$ cat src/hdl/sbf_pkg.sv
// sbf_pkg: shared widths, reset values and register indexes for the
// spectral band feature block. No dependencies.
package sbf_pkg;

   localparam int POWER_W = 32;
   localparam int ACC_W = 44;
   localparam int COUNT_W = 13;
   localparam int FRAC_W = 17;
   localparam int RATIO_W = 17;
   localparam int CREST_W = 32;
   localparam int MUL_A_W = 32;
   localparam int MUL_B_W = 17;
   localparam int MUL_P_W = MUL_A_W + MUL_B_W;
   localparam int CREST_PROD_W = 45;
   localparam int DIV_NUM_W = 61;
   localparam int DIV_DEN_W = 44;
   localparam int DIV_CNT_W = $clog2(DIV_NUM_W + 1);
   localparam int CSR_INDEX_W = 2;

   localparam int MAX_BINS_DEFAULT = 4096;
   localparam int POWER_BITS_DEFAULT = 32;

   localparam logic [COUNT_W-1:0] BIN_COUNT_RESET = 13'd1024;
   localparam logic [FRAC_W-1:0] LOW_FRACTION_RESET = 17'd6554;
   localparam logic [FRAC_W-1:0] HIGH_FRACTION_RESET = 17'd58982;
   localparam logic [FRAC_W-1:0] Q16_ONE = 17'h10000;

   localparam logic [CSR_INDEX_W-1:0] CSR_BIN_COUNT = 2'd0;
   localparam logic [CSR_INDEX_W-1:0] CSR_RANGE_LOW = 2'd1;
   localparam logic [CSR_INDEX_W-1:0] CSR_RANGE_HIGH = 2'd2;

endpackage

$ cat src/hdl/sbf_divider.sv
// sbf_divider: restoring divider, one quotient bit per cycle.
// Depends on sbf_pkg for the operand widths.
module sbf_divider (
   input  logic                          clock,
   input  logic                          reset,
   input  logic                          start,
   input  logic [sbf_pkg::DIV_NUM_W-1:0] numerator,
   input  logic [sbf_pkg::DIV_DEN_W-1:0] denominator,
   output logic                          done,
   output logic [sbf_pkg::DIV_NUM_W-1:0] quotient
);
   import sbf_pkg::*;

   logic                 busy_ff;
   logic                 done_ff;
   logic [DIV_CNT_W-1:0] count_ff;
   logic [DIV_NUM_W-1:0] num_ff;
   logic [DIV_DEN_W-1:0] den_ff;
   logic [DIV_DEN_W-1:0] rem_ff;

   logic [DIV_DEN_W:0]   trial;
   logic                 fits;
   logic [DIV_DEN_W:0]   rem_in;

   // shift the next numerator bit into the partial remainder
   assign trial = {rem_ff, num_ff[DIV_NUM_W-1]};
   assign fits = trial >= {1'b0, den_ff};
   assign rem_in = fits ? (trial - {1'b0, den_ff}) : trial;

   always_ff @(posedge clock) begin
      if (reset) begin
         busy_ff <= 1'b0;
         done_ff <= 1'b0;
         count_ff <= '0;
      end else begin
         done_ff <= busy_ff && (count_ff == DIV_CNT_W'(1));
         if (start) begin
            busy_ff <= 1'b1;
            count_ff <= DIV_CNT_W'(DIV_NUM_W);
         end else if (busy_ff) begin
            count_ff <= count_ff - DIV_CNT_W'(1);
            if (count_ff == DIV_CNT_W'(1)) begin
               busy_ff <= 1'b0;
            end
         end
      end
   end

   always_ff @(posedge clock) begin
      if (start) begin
         num_ff <= numerator;
         den_ff <= denominator;
         rem_ff <= '0;
      end else if (busy_ff) begin
         num_ff <= {num_ff[DIV_NUM_W-2:0], fits};
         rem_ff <= rem_in[DIV_DEN_W-1:0];
      end
   end

   assign done = done_ff;
   assign quotient = num_ff;

endmodule

$ cat src/hdl/spectral_band_features.sv
// spectral_band_features: per-frame band energy ratios and spectral crest.
// Depends on sbf_pkg and sbf_divider.
// Each bin goes through the transfer, two passes of the shared 32x17
// multiplier for the crest range bounds, and the accumulate step.
// After the last bin of a frame: the crest product is registered, then five
// divisions run on one shared divider, then the result is registered once the
// result register is free. Reset is synchronous: it clears the accumulators,
// the sequencer and the result valid flag and reloads the config defaults.
module spectral_band_features #(
   parameter int MAX_BINS = sbf_pkg::MAX_BINS_DEFAULT,
   parameter int POWER_BITS = sbf_pkg::POWER_BITS_DEFAULT
) (
   input  logic                            clock,
   input  logic                            reset,
   input  logic                            req_valid,
   output logic                            req_ready,
   input  logic [sbf_pkg::POWER_W-1:0]     req_bin_power,
   output logic                            rsp_valid,
   input  logic                            rsp_ready,
   output logic [sbf_pkg::ACC_W-1:0]       rsp_volume,
   output logic [sbf_pkg::RATIO_W-1:0]     rsp_band_ratio_0,
   output logic [sbf_pkg::RATIO_W-1:0]     rsp_band_ratio_1,
   output logic [sbf_pkg::RATIO_W-1:0]     rsp_band_ratio_2,
   output logic [sbf_pkg::RATIO_W-1:0]     rsp_band_ratio_3,
   output logic [sbf_pkg::CREST_W-1:0]     rsp_crest_factor,
   output logic                            rsp_bands_valid,
   output logic                            rsp_crest_valid,
   input  logic                            csr_write_enable,
   input  logic [sbf_pkg::CSR_INDEX_W-1:0] csr_index,
   input  logic [sbf_pkg::FRAC_W-1:0]      csr_write_data
);
   import sbf_pkg::*;

   localparam logic [POWER_W-1:0] POWER_MASK = (POWER_BITS >= POWER_W) ? '1 :
      POWER_W'((64'd1 << POWER_BITS) - 64'd1);
   localparam logic [COUNT_W-1:0] MAX_N = (MAX_BINS >= (1 << COUNT_W)) ? '1 :
      COUNT_W'(MAX_BINS);
   localparam logic [ACC_W-1:0] ACC_MAX = '1;

   typedef enum logic [2:0] {
      ST_IDLE,
      ST_LOW,
      ST_HIGH,
      ST_ACC,
      ST_CREST,
      ST_DIV,
      ST_WAIT,
      ST_EMIT
   } state_type;

   function automatic logic [ACC_W-1:0] sat_add(input logic [ACC_W-1:0] acc,
                                               input logic [POWER_W-1:0] v);
      logic [ACC_W:0] sum;
      sum = {1'b0, acc} + {{(ACC_W + 1 - POWER_W){1'b0}}, v};
      return sum[ACC_W] ? ACC_MAX : sum[ACC_W-1:0];
   endfunction

   // configuration registers
   logic [COUNT_W-1:0] bin_count_ff;
   logic [FRAC_W-1:0]  low_fraction_ff;
   logic [FRAC_W-1:0]  high_fraction_ff;

   // sequencer and per-bin working registers
   state_type          state_ff;
   logic [COUNT_W-1:0] n_ff;
   logic [FRAC_W-1:0]  low_ff;
   logic [FRAC_W-1:0]  high_ff;
   logic [POWER_W-1:0] power_ff;
   logic [COUNT_W-1:0] start_ff;
   logic [COUNT_W-1:0] end_ff;
   logic [2:0]         div_sel_ff;

   // frame accumulators
   logic [COUNT_W-1:0] position_ff;
   logic [ACC_W-1:0]   total_ff;
   logic [ACC_W-1:0]   band_ff [4];
   logic [ACC_W-1:0]   range_sum_ff;
   logic [POWER_W-1:0] range_max_ff;

   logic [CREST_PROD_W-1:0] crest_prod_ff;
   logic [RATIO_W-1:0]      ratio_ff [4];
   logic [CREST_W-1:0]      crest_ff;

   // result register
   logic                rsp_valid_ff;
   logic [ACC_W-1:0]    rsp_volume_ff;
   logic [RATIO_W-1:0]  rsp_ratio_ff [4];
   logic [CREST_W-1:0]  rsp_crest_ff;
   logic                rsp_bands_valid_ff;
   logic                rsp_crest_valid_ff;

   logic [COUNT_W-1:0]   n_in;
   logic [FRAC_W-1:0]    low_in;
   logic [FRAC_W-1:0]    high_in;
   logic [MUL_A_W-1:0]   mul_a;
   logic [MUL_B_W-1:0]   mul_b;
   logic [MUL_P_W-1:0]   mul_p;
   logic [30:0]          round_sum;
   logic [COUNT_W-1:0]   bound_in;
   logic [1:0]           band_sel;
   logic                 in_range;
   logic                 last_bin;
   logic                 bands_ok;
   logic                 crest_ok;
   logic                 div_start;
   logic                 div_done;
   logic [DIV_NUM_W-1:0] div_num;
   logic [DIV_DEN_W-1:0] div_den;
   logic [DIV_NUM_W-1:0] div_q;
   logic [RATIO_W-1:0]   ratio_in;
   logic [CREST_W-1:0]   crest_in;
   logic                 emit;

   always_ff @(posedge clock) begin
      if (reset) begin
         bin_count_ff <= BIN_COUNT_RESET;
         low_fraction_ff <= LOW_FRACTION_RESET;
         high_fraction_ff <= HIGH_FRACTION_RESET;
      end else if (csr_write_enable) begin
         case (csr_index)
            CSR_BIN_COUNT: bin_count_ff <= csr_write_data[COUNT_W-1:0];
            CSR_RANGE_LOW: low_fraction_ff <= csr_write_data;
            CSR_RANGE_HIGH: high_fraction_ff <= csr_write_data;
            default: ;
         endcase
      end
   end

   always_comb begin
      if (bin_count_ff == '0) begin
         n_in = COUNT_W'(1);
      end else if (bin_count_ff > MAX_N) begin
         n_in = MAX_N;
      end else begin
         n_in = bin_count_ff;
      end
   end

   assign low_in = (low_fraction_ff > Q16_ONE) ? Q16_ONE : low_fraction_ff;
   assign high_in = (high_fraction_ff > Q16_ONE) ? Q16_ONE : high_fraction_ff;

   // shared multiplier: range bounds, then the crest numerator
   always_comb begin
      case (state_ff)
         ST_LOW: begin
            mul_a = {{(MUL_A_W - COUNT_W){1'b0}}, n_ff};
            mul_b = low_ff;
         end
         ST_HIGH: begin
            mul_a = {{(MUL_A_W - COUNT_W){1'b0}}, n_ff};
            mul_b = high_ff;
         end
         default: begin
            mul_a = range_max_ff;
            mul_b = {{(MUL_B_W - COUNT_W){1'b0}}, end_ff - start_ff};
         end
      endcase
   end

   assign mul_p = mul_a * mul_b;
   // round half up: n*frac fits in 30 bits, the bound never exceeds n
   assign round_sum = mul_p[30:0] + 31'h8000;
   assign bound_in = round_sum[16+COUNT_W-1:16];

   always_comb begin
      if (position_ff < (n_ff >> 3)) begin
         band_sel = 2'd0;
      end else if (position_ff < (n_ff >> 2)) begin
         band_sel = 2'd1;
      end else if (position_ff < (n_ff >> 1)) begin
         band_sel = 2'd2;
      end else begin
         band_sel = 2'd3;
      end
   end

   assign in_range = (position_ff >= start_ff) && (position_ff < end_ff);
   assign last_bin = ({1'b0, position_ff} + (COUNT_W + 1)'(1)) >= {1'b0, n_ff};
   assign bands_ok = (n_ff >= COUNT_W'(8)) && (total_ff != '0);
   assign crest_ok = (end_ff > start_ff) && (range_sum_ff != '0);

   always_comb begin
      if (div_sel_ff == 3'd4) begin
         div_num = {crest_prod_ff, 16'h0000};
         div_den = range_sum_ff;
      end else begin
         div_num = {1'b0, band_ff[div_sel_ff[1:0]], 16'h0000}
                   + {{(DIV_NUM_W - ACC_W + 1){1'b0}}, total_ff[ACC_W-1:1]};
         div_den = total_ff;
      end
   end

   assign div_start = (state_ff == ST_DIV);

   sbf_divider u_divider (
      .clock       (clock),
      .reset       (reset),
      .start       (div_start),
      .numerator   (div_num),
      .denominator (div_den),
      .done        (div_done),
      .quotient    (div_q)
   );

   assign ratio_in = (div_q > {{(DIV_NUM_W - RATIO_W){1'b0}}, Q16_ONE}) ?
      Q16_ONE : div_q[RATIO_W-1:0];
   assign crest_in = (div_q[DIV_NUM_W-1:CREST_W] != '0) ? '1 : div_q[CREST_W-1:0];

   // the result register may still hold the previous frame
   assign emit = (state_ff == ST_EMIT) && (!rsp_valid_ff || rsp_ready);

   always_ff @(posedge clock) begin
      if (reset) begin
         state_ff <= ST_IDLE;
         div_sel_ff <= '0;
         position_ff <= '0;
         total_ff <= '0;
         for (int k = 0; k < 4; k++) begin
            band_ff[k] <= '0;
         end
         range_sum_ff <= '0;
         range_max_ff <= '0;
         rsp_valid_ff <= 1'b0;
      end else begin
         if (emit) begin
            rsp_valid_ff <= 1'b1;
         end else if (rsp_ready) begin
            rsp_valid_ff <= 1'b0;
         end
         case (state_ff)
            ST_IDLE: begin
               if (req_valid) begin
                  state_ff <= ST_LOW;
               end
            end
            ST_LOW: begin
               state_ff <= ST_HIGH;
            end
            ST_HIGH: begin
               state_ff <= ST_ACC;
            end
            ST_ACC: begin
               total_ff <= sat_add(total_ff, power_ff);
               for (int k = 0; k < 4; k++) begin
                  if (band_sel == 2'(k)) begin
                     band_ff[k] <= sat_add(band_ff[k], power_ff);
                  end
               end
               if (in_range) begin
                  range_sum_ff <= sat_add(range_sum_ff, power_ff);
                  if (power_ff > range_max_ff) begin
                     range_max_ff <= power_ff;
                  end
               end
               if (last_bin) begin
                  state_ff <= ST_CREST;
               end else begin
                  position_ff <= position_ff + COUNT_W'(1);
                  state_ff <= ST_IDLE;
               end
            end
            ST_CREST: begin
               div_sel_ff <= '0;
               state_ff <= ST_DIV;
            end
            ST_DIV: begin
               state_ff <= ST_WAIT;
            end
            ST_WAIT: begin
               if (div_done) begin
                  if (div_sel_ff == 3'd4) begin
                     state_ff <= ST_EMIT;
                  end else begin
                     div_sel_ff <= div_sel_ff + 3'd1;
                     state_ff <= ST_DIV;
                  end
               end
            end
            ST_EMIT: begin
               if (emit) begin
                  position_ff <= '0;
                  total_ff <= '0;
                  for (int k = 0; k < 4; k++) begin
                     band_ff[k] <= '0;
                  end
                  range_sum_ff <= '0;
                  range_max_ff <= '0;
                  state_ff <= ST_IDLE;
               end
            end
            default: begin
               state_ff <= ST_IDLE;
            end
         endcase
      end
   end

   // datapath registers, no reset needed
   always_ff @(posedge clock) begin
      if (req_valid && req_ready) begin
         power_ff <= req_bin_power & POWER_MASK;
         n_ff <= n_in;
         low_ff <= low_in;
         high_ff <= high_in;
      end
      if (state_ff == ST_LOW) begin
         start_ff <= bound_in;
      end
      if (state_ff == ST_HIGH) begin
         end_ff <= bound_in;
      end
      if (state_ff == ST_CREST) begin
         crest_prod_ff <= mul_p[CREST_PROD_W-1:0];
      end
      if ((state_ff == ST_WAIT) && div_done) begin
         for (int k = 0; k < 4; k++) begin
            if (div_sel_ff == 3'(k)) begin
               ratio_ff[k] <= ratio_in;
            end
         end
         if (div_sel_ff == 3'd4) begin
            crest_ff <= crest_in;
         end
      end
      if (emit) begin
         rsp_volume_ff <= total_ff;
         for (int k = 0; k < 4; k++) begin
            rsp_ratio_ff[k] <= bands_ok ? ratio_ff[k] : '0;
         end
         rsp_crest_ff <= crest_ok ? crest_ff : '0;
         rsp_bands_valid_ff <= bands_ok;
         rsp_crest_valid_ff <= crest_ok;
      end
   end

   assign req_ready = (state_ff == ST_IDLE);
   assign rsp_valid = rsp_valid_ff;
   assign rsp_volume = rsp_volume_ff;
   assign rsp_band_ratio_0 = rsp_ratio_ff[0];
   assign rsp_band_ratio_1 = rsp_ratio_ff[1];
   assign rsp_band_ratio_2 = rsp_ratio_ff[2];
   assign rsp_band_ratio_3 = rsp_ratio_ff[3];
   assign rsp_crest_factor = rsp_crest_ff;
   assign rsp_bands_valid = rsp_bands_valid_ff;
   assign rsp_crest_valid = rsp_crest_valid_ff;

`ifndef SYNTHESIS
   // one bin at a time: no back-to-back transfers on the request side
   assert property (@(posedge clock) disable iff (reset)
      (req_valid && req_ready) |=> !req_ready)
      else $error("request accepted while a bin was in flight");

   assert property (@(posedge clock) disable iff (reset)
      (rsp_valid && !rsp_bands_valid) |-> ((rsp_band_ratio_0 == '0) &&
      (rsp_band_ratio_1 == '0) && (rsp_band_ratio_2 == '0) &&
      (rsp_band_ratio_3 == '0)))
      else $error("band ratio nonzero with bands flagged invalid");

   assert property (@(posedge clock) disable iff (reset)
      (rsp_valid && !rsp_crest_valid) |-> (rsp_crest_factor == '0))
      else $error("crest nonzero with crest flagged invalid");

   assert property (@(posedge clock) disable iff (reset)
      rsp_valid |-> ((rsp_band_ratio_0 <= Q16_ONE) && (rsp_band_ratio_1 <= Q16_ONE) &&
      (rsp_band_ratio_2 <= Q16_ONE) && (rsp_band_ratio_3 <= Q16_ONE)))
      else $error("band ratio above one");
`endif

endmodule
$ cat config.mk
export PLATFORM = sky130hd
export DESIGN_NAME = spectral_band_features
export DESIGN_NICKNAME = d
export VERILOG_FILES = /design/src/hdl/sbf_pkg.sv /design/src/hdl/sbf_divider.sv /design/src/hdl/spectral_band_features.sv
export SDC_FILE = /design/constraint.sdc
export NUM_CORES = 2
export LEC_CHECK = 0
export ABC_CLOCK_PERIOD_IN_PS = 7500
export BUFFER_PORTS_ARGS = -buffer_cell sky130_fd_sc_hd__buf_4
export CELL_PAD_IN_SITES_DETAIL_PLACEMENT = 0
export CELL_PAD_IN_SITES_GLOBAL_PLACEMENT = 2
export CORE_UTILIZATION = 38
export CTS_BUF_LIST = sky130_fd_sc_hd__clkbuf_8
export CTS_CLUSTER_DIAMETER = 50
export DETAILED_ROUTE_END_ITERATION = 10
export PLACE_DENSITY_LB_ADDON = 0.05
export SLEW_MARGIN = 15
export SYNTH_ARGS = -nofsm -noshare
export SYNTH_HDL_FRONTEND = slang
export SYNTH_HIERARCHICAL = 1
export SYNTH_SLANG_ARGS = --single-unit
$ cat constraint.sdc
create_clock -name clock -period 7.5 [get_ports clock]
set_clock_uncertainty 0.05 [all_clocks]
set_input_delay 1.125 -clock clock [delete_from_list [all_inputs] [get_ports clock]]
set_output_delay 1.125 -clock clock [all_outputs]
set_load 0.02 [all_outputs]
==> results.txt <==
* Largest stage delay, worst path: roughly 0.59 ns
- Yosys mapped a number of flops with a built-in enable equal to around 590.
- Headroom to the max-slew limit: 0.2177
* Final-layout setup total negative slack: -27.08 ns
- The design draws between 15000 and 20000 µW.
- In the global route stage, overall resource usage came out at 0.2721.
- Class of the most critical setup path: register to register
* Global placement routability congestion: roughly 0.9
- Including well taps, the total number of placed cells is just over 10000.
- Number of max-cap violations: 0
- For flop-to-flop paths, the worst setup slack is -0.79 ns.
* Area post-placement: around 80000 µm²
- Top fanout value on the critical path: 4
- Number of H-tree branching levels: 4
* Clock tree from TritonCTS: yes
- Clock latency on the worst-skew pair, taken at its later pin, is between 0.9 and 1 ns.
- Post-synth top area cell: sky130_fd_sc_hd__edfxtp_1
- Crit path arrival time: about 9 ns
* First-pass detailed-route iteration total: 8
* Leading cell type in the layout, fill and taps excluded: sky130_fd_sc_hd__nand2_1
* Antenna violations before repair: 27
- Number of instances in the synthesized netlist: roughly 7400
* Outcome: complete, but fails checks
- Clock-pin slew was measured on the worst setup and hold paths at 0.07 ns.
- STA classifies the critical path startpoint as a register.
- The number of pins with negative max-slew slack in the final report is 0.
- Leaving out fill and tap cells, the most frequent cells in the layout are 978 x sky130_fd_sc_hd__nand2_1, 786 x sky130_fd_sc_hd__inv_1, 718 x sky130_fd_sc_hd__buf_4, 589 x sky130_fd_sc_hd__edfxtp_1, 545 x sky130_fd_sc_hd__a21oi_1.
* Number of buffer and inverter stages on the critical path: 5
* Synth-to-Final Area Change: 18.74%
- Ys async rst share: 0
- Hold Vio Cnt, Final: 0
- Period Utilization, post-route: 1.106
- Number of global-route vias before repair: slightly below 60000
- In this run the remaining antenna-violating nets after routing total 0.
- Leaving out filler cells and counting taps, the final layout contains roughly 11000.
* Global-route wire length before repair: approximately 380000 µm
* Number of buffers added to fix hold violations after cts: 0
- Critical-path cell with the highest stage delay: sky130_fd_sc_hd__fa_2
* RSZ-0062 raised after global routing: yes
* Remaining global-route overflow: 0
* Non-Filler Cell Area, Final: 83860 µm²
- The initial utilization of the core area, before any placement, comes to 0.3841.
- Highest Signal Layer: met5
* Worst path required time: 8.14 ns
* Detailed placement HPWL: 200200 µm
- Row generation in the floorplan step produced ~160 rows.
- On the critical path the largest part of the delay comes from adder cells.
- Yosys warning total: 6
- Area share of the largest cell type after synthesis: 0.2504
- After layout, the minimum clock period comes to between 8 and 9 ns.
* Total I/O pin count: about 200
- Area contributors post-synth: sky130_fd_sc_hd__edfxtp_1 25%, sky130_fd_sc_hd__fa_1 13%, sky130_fd_sc_hd__dfxtp_1 9.3%
- Total power divided by cell area: 236.5 nW/µm²
- Worst slew pin tran: 1.158 ns
- In this run, synthesis produced a sequential element count of just over 900.
* Detailed-route via count: just under 60000
- Largest net degree at the start of global routing: 130
- Cell with the most instances on the worst path: sky130_fd_sc_hd__fa_1
* Layout cell share with drive strength beyond 1: 0.1670
- Master cell of the clock root buffer: sky130_fd_sc_hd__clkbuf_8
- Averaged over all synthesized cells, the footprint is roughly 9.5 µm².
- Clock tree synthesis inserted a total of 183 buffers.
- Main flop type after synthesis: sky130_fd_sc_hd__edfxtp_1
* Routed wire length: roughly 260000 µm
- Area of the placeable core: approximately 180000 µm²
* Fraction of the yosys area taken by sequential cells: 0.3437
- The count of buffers added on input and output ports is a little over 200.
- Clock tree synthesis found a total of between 900 and 1000 sinks.
- Die area: 187600 µm²
- Nature of the critical path endpoint: register
- Mapped cell area: between 70000 and 80000 µm²
- Per-cell routed wire length: between 20 and 25 µm
- Path type of the worst min-delay path: input pin to register
- The final reports fail on negative setup slack.
- Largest buffer count on any clock path: 3
- Leakage power summed over all cells: 0.03636 µW
- Fill cells in the final layout number approximately 18000.
- First DRT Iteration DRCs: 3992
- Detailed-routed wire length on met3: approximately 11000 µm
* Number of nets in the finished design: 9122
- Total setup violations reported at the end of the flow: slightly below 50
- Before CTS, the worst setup slack after placement is -1.177 ns.
- The routed design uses approximately 130000 µm of met2 wire.
* Per-cell via count in the routed design: 5.388
* DIE HEIGHT: 433.1 µm
- Fmax achieved: roughly 120 MHz
- Across all setup checks in the final design, the least slack found is -0.7945 ns.
* Worst voltage drop across the vdd grid: 302.4 µV
* Post-route DRC violation count: 0
- Metal1 wirelength: 110300 µm
* Library cells used by synthesis: between 100 and 150
* Die W: 433.1 µm
==> per-stage QoR <==
step	util	hold WS, ns
floorplan	-	0.3803
global placement	0.4249	0.3917
detailed placement	0.4249	0.3994
CTS	0.4515	0.1580
global route	0.4560	0.1975
finish	0.4561	0.2800
==> sequential cells by signal, summed over array words and instances (netlist names), 45 cells and up, named ones only <==
| register | count |
|---|---|
| band_ff | 176 |
| rsp_ratio_ff | 68 |
| crest_prod_ff | 45 |
| ratio_ff | 68 |
| u_divider/quotient | 61 |
==> worst reg2reg max path, delay by kind of cell (launching register included) <==
family,cells,cell delay (ns)
AOI/OAI and AO/OA,11,1.69
xor gates and xnor gates,1,0.16
adders and majority gates,8,3.54
buffers and inverters,5,0.62
DFF,1,0.44
muxes,1,0.35
and+or+nand+nor,7,1.19
==> logic make-up (layout without fill, tap and decap cells) <==
logic type | after synthesis | count (layout) | synth area share
AOI/OAI and AO/OA | 1686 | 1686 | 0.1543
xor gates and xnor gates | 315 | 315 | 0.03906
adders and majority gates | 940 | 940 | 0.2147
buffers and inverters | 1055 | 1849 | 0.05848
DFF | 918 | 918 | 0.3437
muxes | 160 | 160 | 0.03137
other | 2 | 76 | 0.0001063
and+or+nand+nor | 2351 | 2352 | 0.1583
==> repair_timing <==
item,4_1_cts,5_1_grt
buffers inserted,67,39
setup endpoints to repair,54,129
gates resized for setup,116,94
pin swaps,67,61
cloned,0,6
==> Yosys cell counts (34+ instances only) <==
| library cell | count |
|---|---|
| sky130_fd_sc_hd__edfxtp_1 | 589 |
| sky130_fd_sc_hd__a311oi_1 | 69 |
| sky130_fd_sc_hd__nand2b_1 | 54 |
| sky130_fd_sc_hd__buf_2 | 40 |
| sky130_fd_sc_hd__a21oi_1 | 563 |
| sky130_fd_sc_hd__xnor2_1 | 183 |
| sky130_fd_sc_hd__o21ai_1 | 34 |
| sky130_fd_sc_hd__a211oi_1 | 70 |
| sky130_fd_sc_hd__o21a_1 | 49 |
| sky130_fd_sc_hd__nor3_1 | 98 |
| sky130_fd_sc_hd__dfxtp_1 | 329 |
| sky130_fd_sc_hd__or3_1 | 54 |
| sky130_fd_sc_hd__nand3_1 | 127 |
| sky130_fd_sc_hd__a21o_1 | 234 |
| sky130_fd_sc_hd__mux4_2 | 36 |
| sky130_fd_sc_hd__fa_1 | 453 |
| sky130_fd_sc_hd__o21bai_1 | 43 |
| sky130_fd_sc_hd__o21ai_0 | 288 |
| sky130_fd_sc_hd__nand4_1 | 87 |
| sky130_fd_sc_hd__o211ai_1 | 40 |
| sky130_fd_sc_hd__xor2_1 | 132 |
| sky130_fd_sc_hd__nor4_1 | 60 |
| sky130_fd_sc_hd__inv_1 | 730 |
| sky130_fd_sc_hd__mux2i_1 | 53 |
| sky130_fd_sc_hd__nor2b_1 | 98 |
| sky130_fd_sc_hd__mux2_2 | 66 |
| sky130_fd_sc_hd__and2_1 | 192 |
| sky130_fd_sc_hd__ha_1 | 487 |
| sky130_fd_sc_hd__nor2_1 | 404 |
| sky130_fd_sc_hd__and3_1 | 69 |
| sky130_fd_sc_hd__clkbuf_1 | 243 |
| sky130_fd_sc_hd__a31oi_1 | 62 |
| sky130_fd_sc_hd__nand2_1 | 994 |
==> cell type report <==
class | instances | area (µm²) | area share
multi-input combinational | 5519 | 43650 | 0.5204
sequential | 918 | 24280 | 0.2895
timing repair buffer | 774 | 6259 | 0.07463
tap | 2464 | 3083 | 0.03676
inverter | 730 | 2745 | 0.03273
clock buffer | 193 | 2656 | 0.03167
clock inverter | 152 | 1171 | 0.01396
antenna | 10 | 25.02 | 0.0002984
==> layer usage <==
layer	GRT usage	vias up
met2	0.4724	1344
met4	0.09454	2
met3	0.03717	398
li1	-	27388
met5	0	-
met1	0.3447	28843
==> worst paths after layout <==
check                         start              end  cells past startpoint
hold reg to reg     range_max_ff[7]  range_max_ff[7]                      2
setup reg to reg          end_ff[1]       end_ff[12]                     33
hold / removal    req_bin_power[10]     power_ff[10]                      1
setup / recovery          end_ff[1]       end_ff[12]                     33
==> power by group <==
| part | switching [µW] | total, µW | internal (µW) |
|---|---|---|---|
| registers | 156 | 5850 | 5690 |
| logic | 4770 | 8610 | 3840 |
| clock network | 2480 | 5370 | 2890 |
Power figures use the tool's default switching activity.
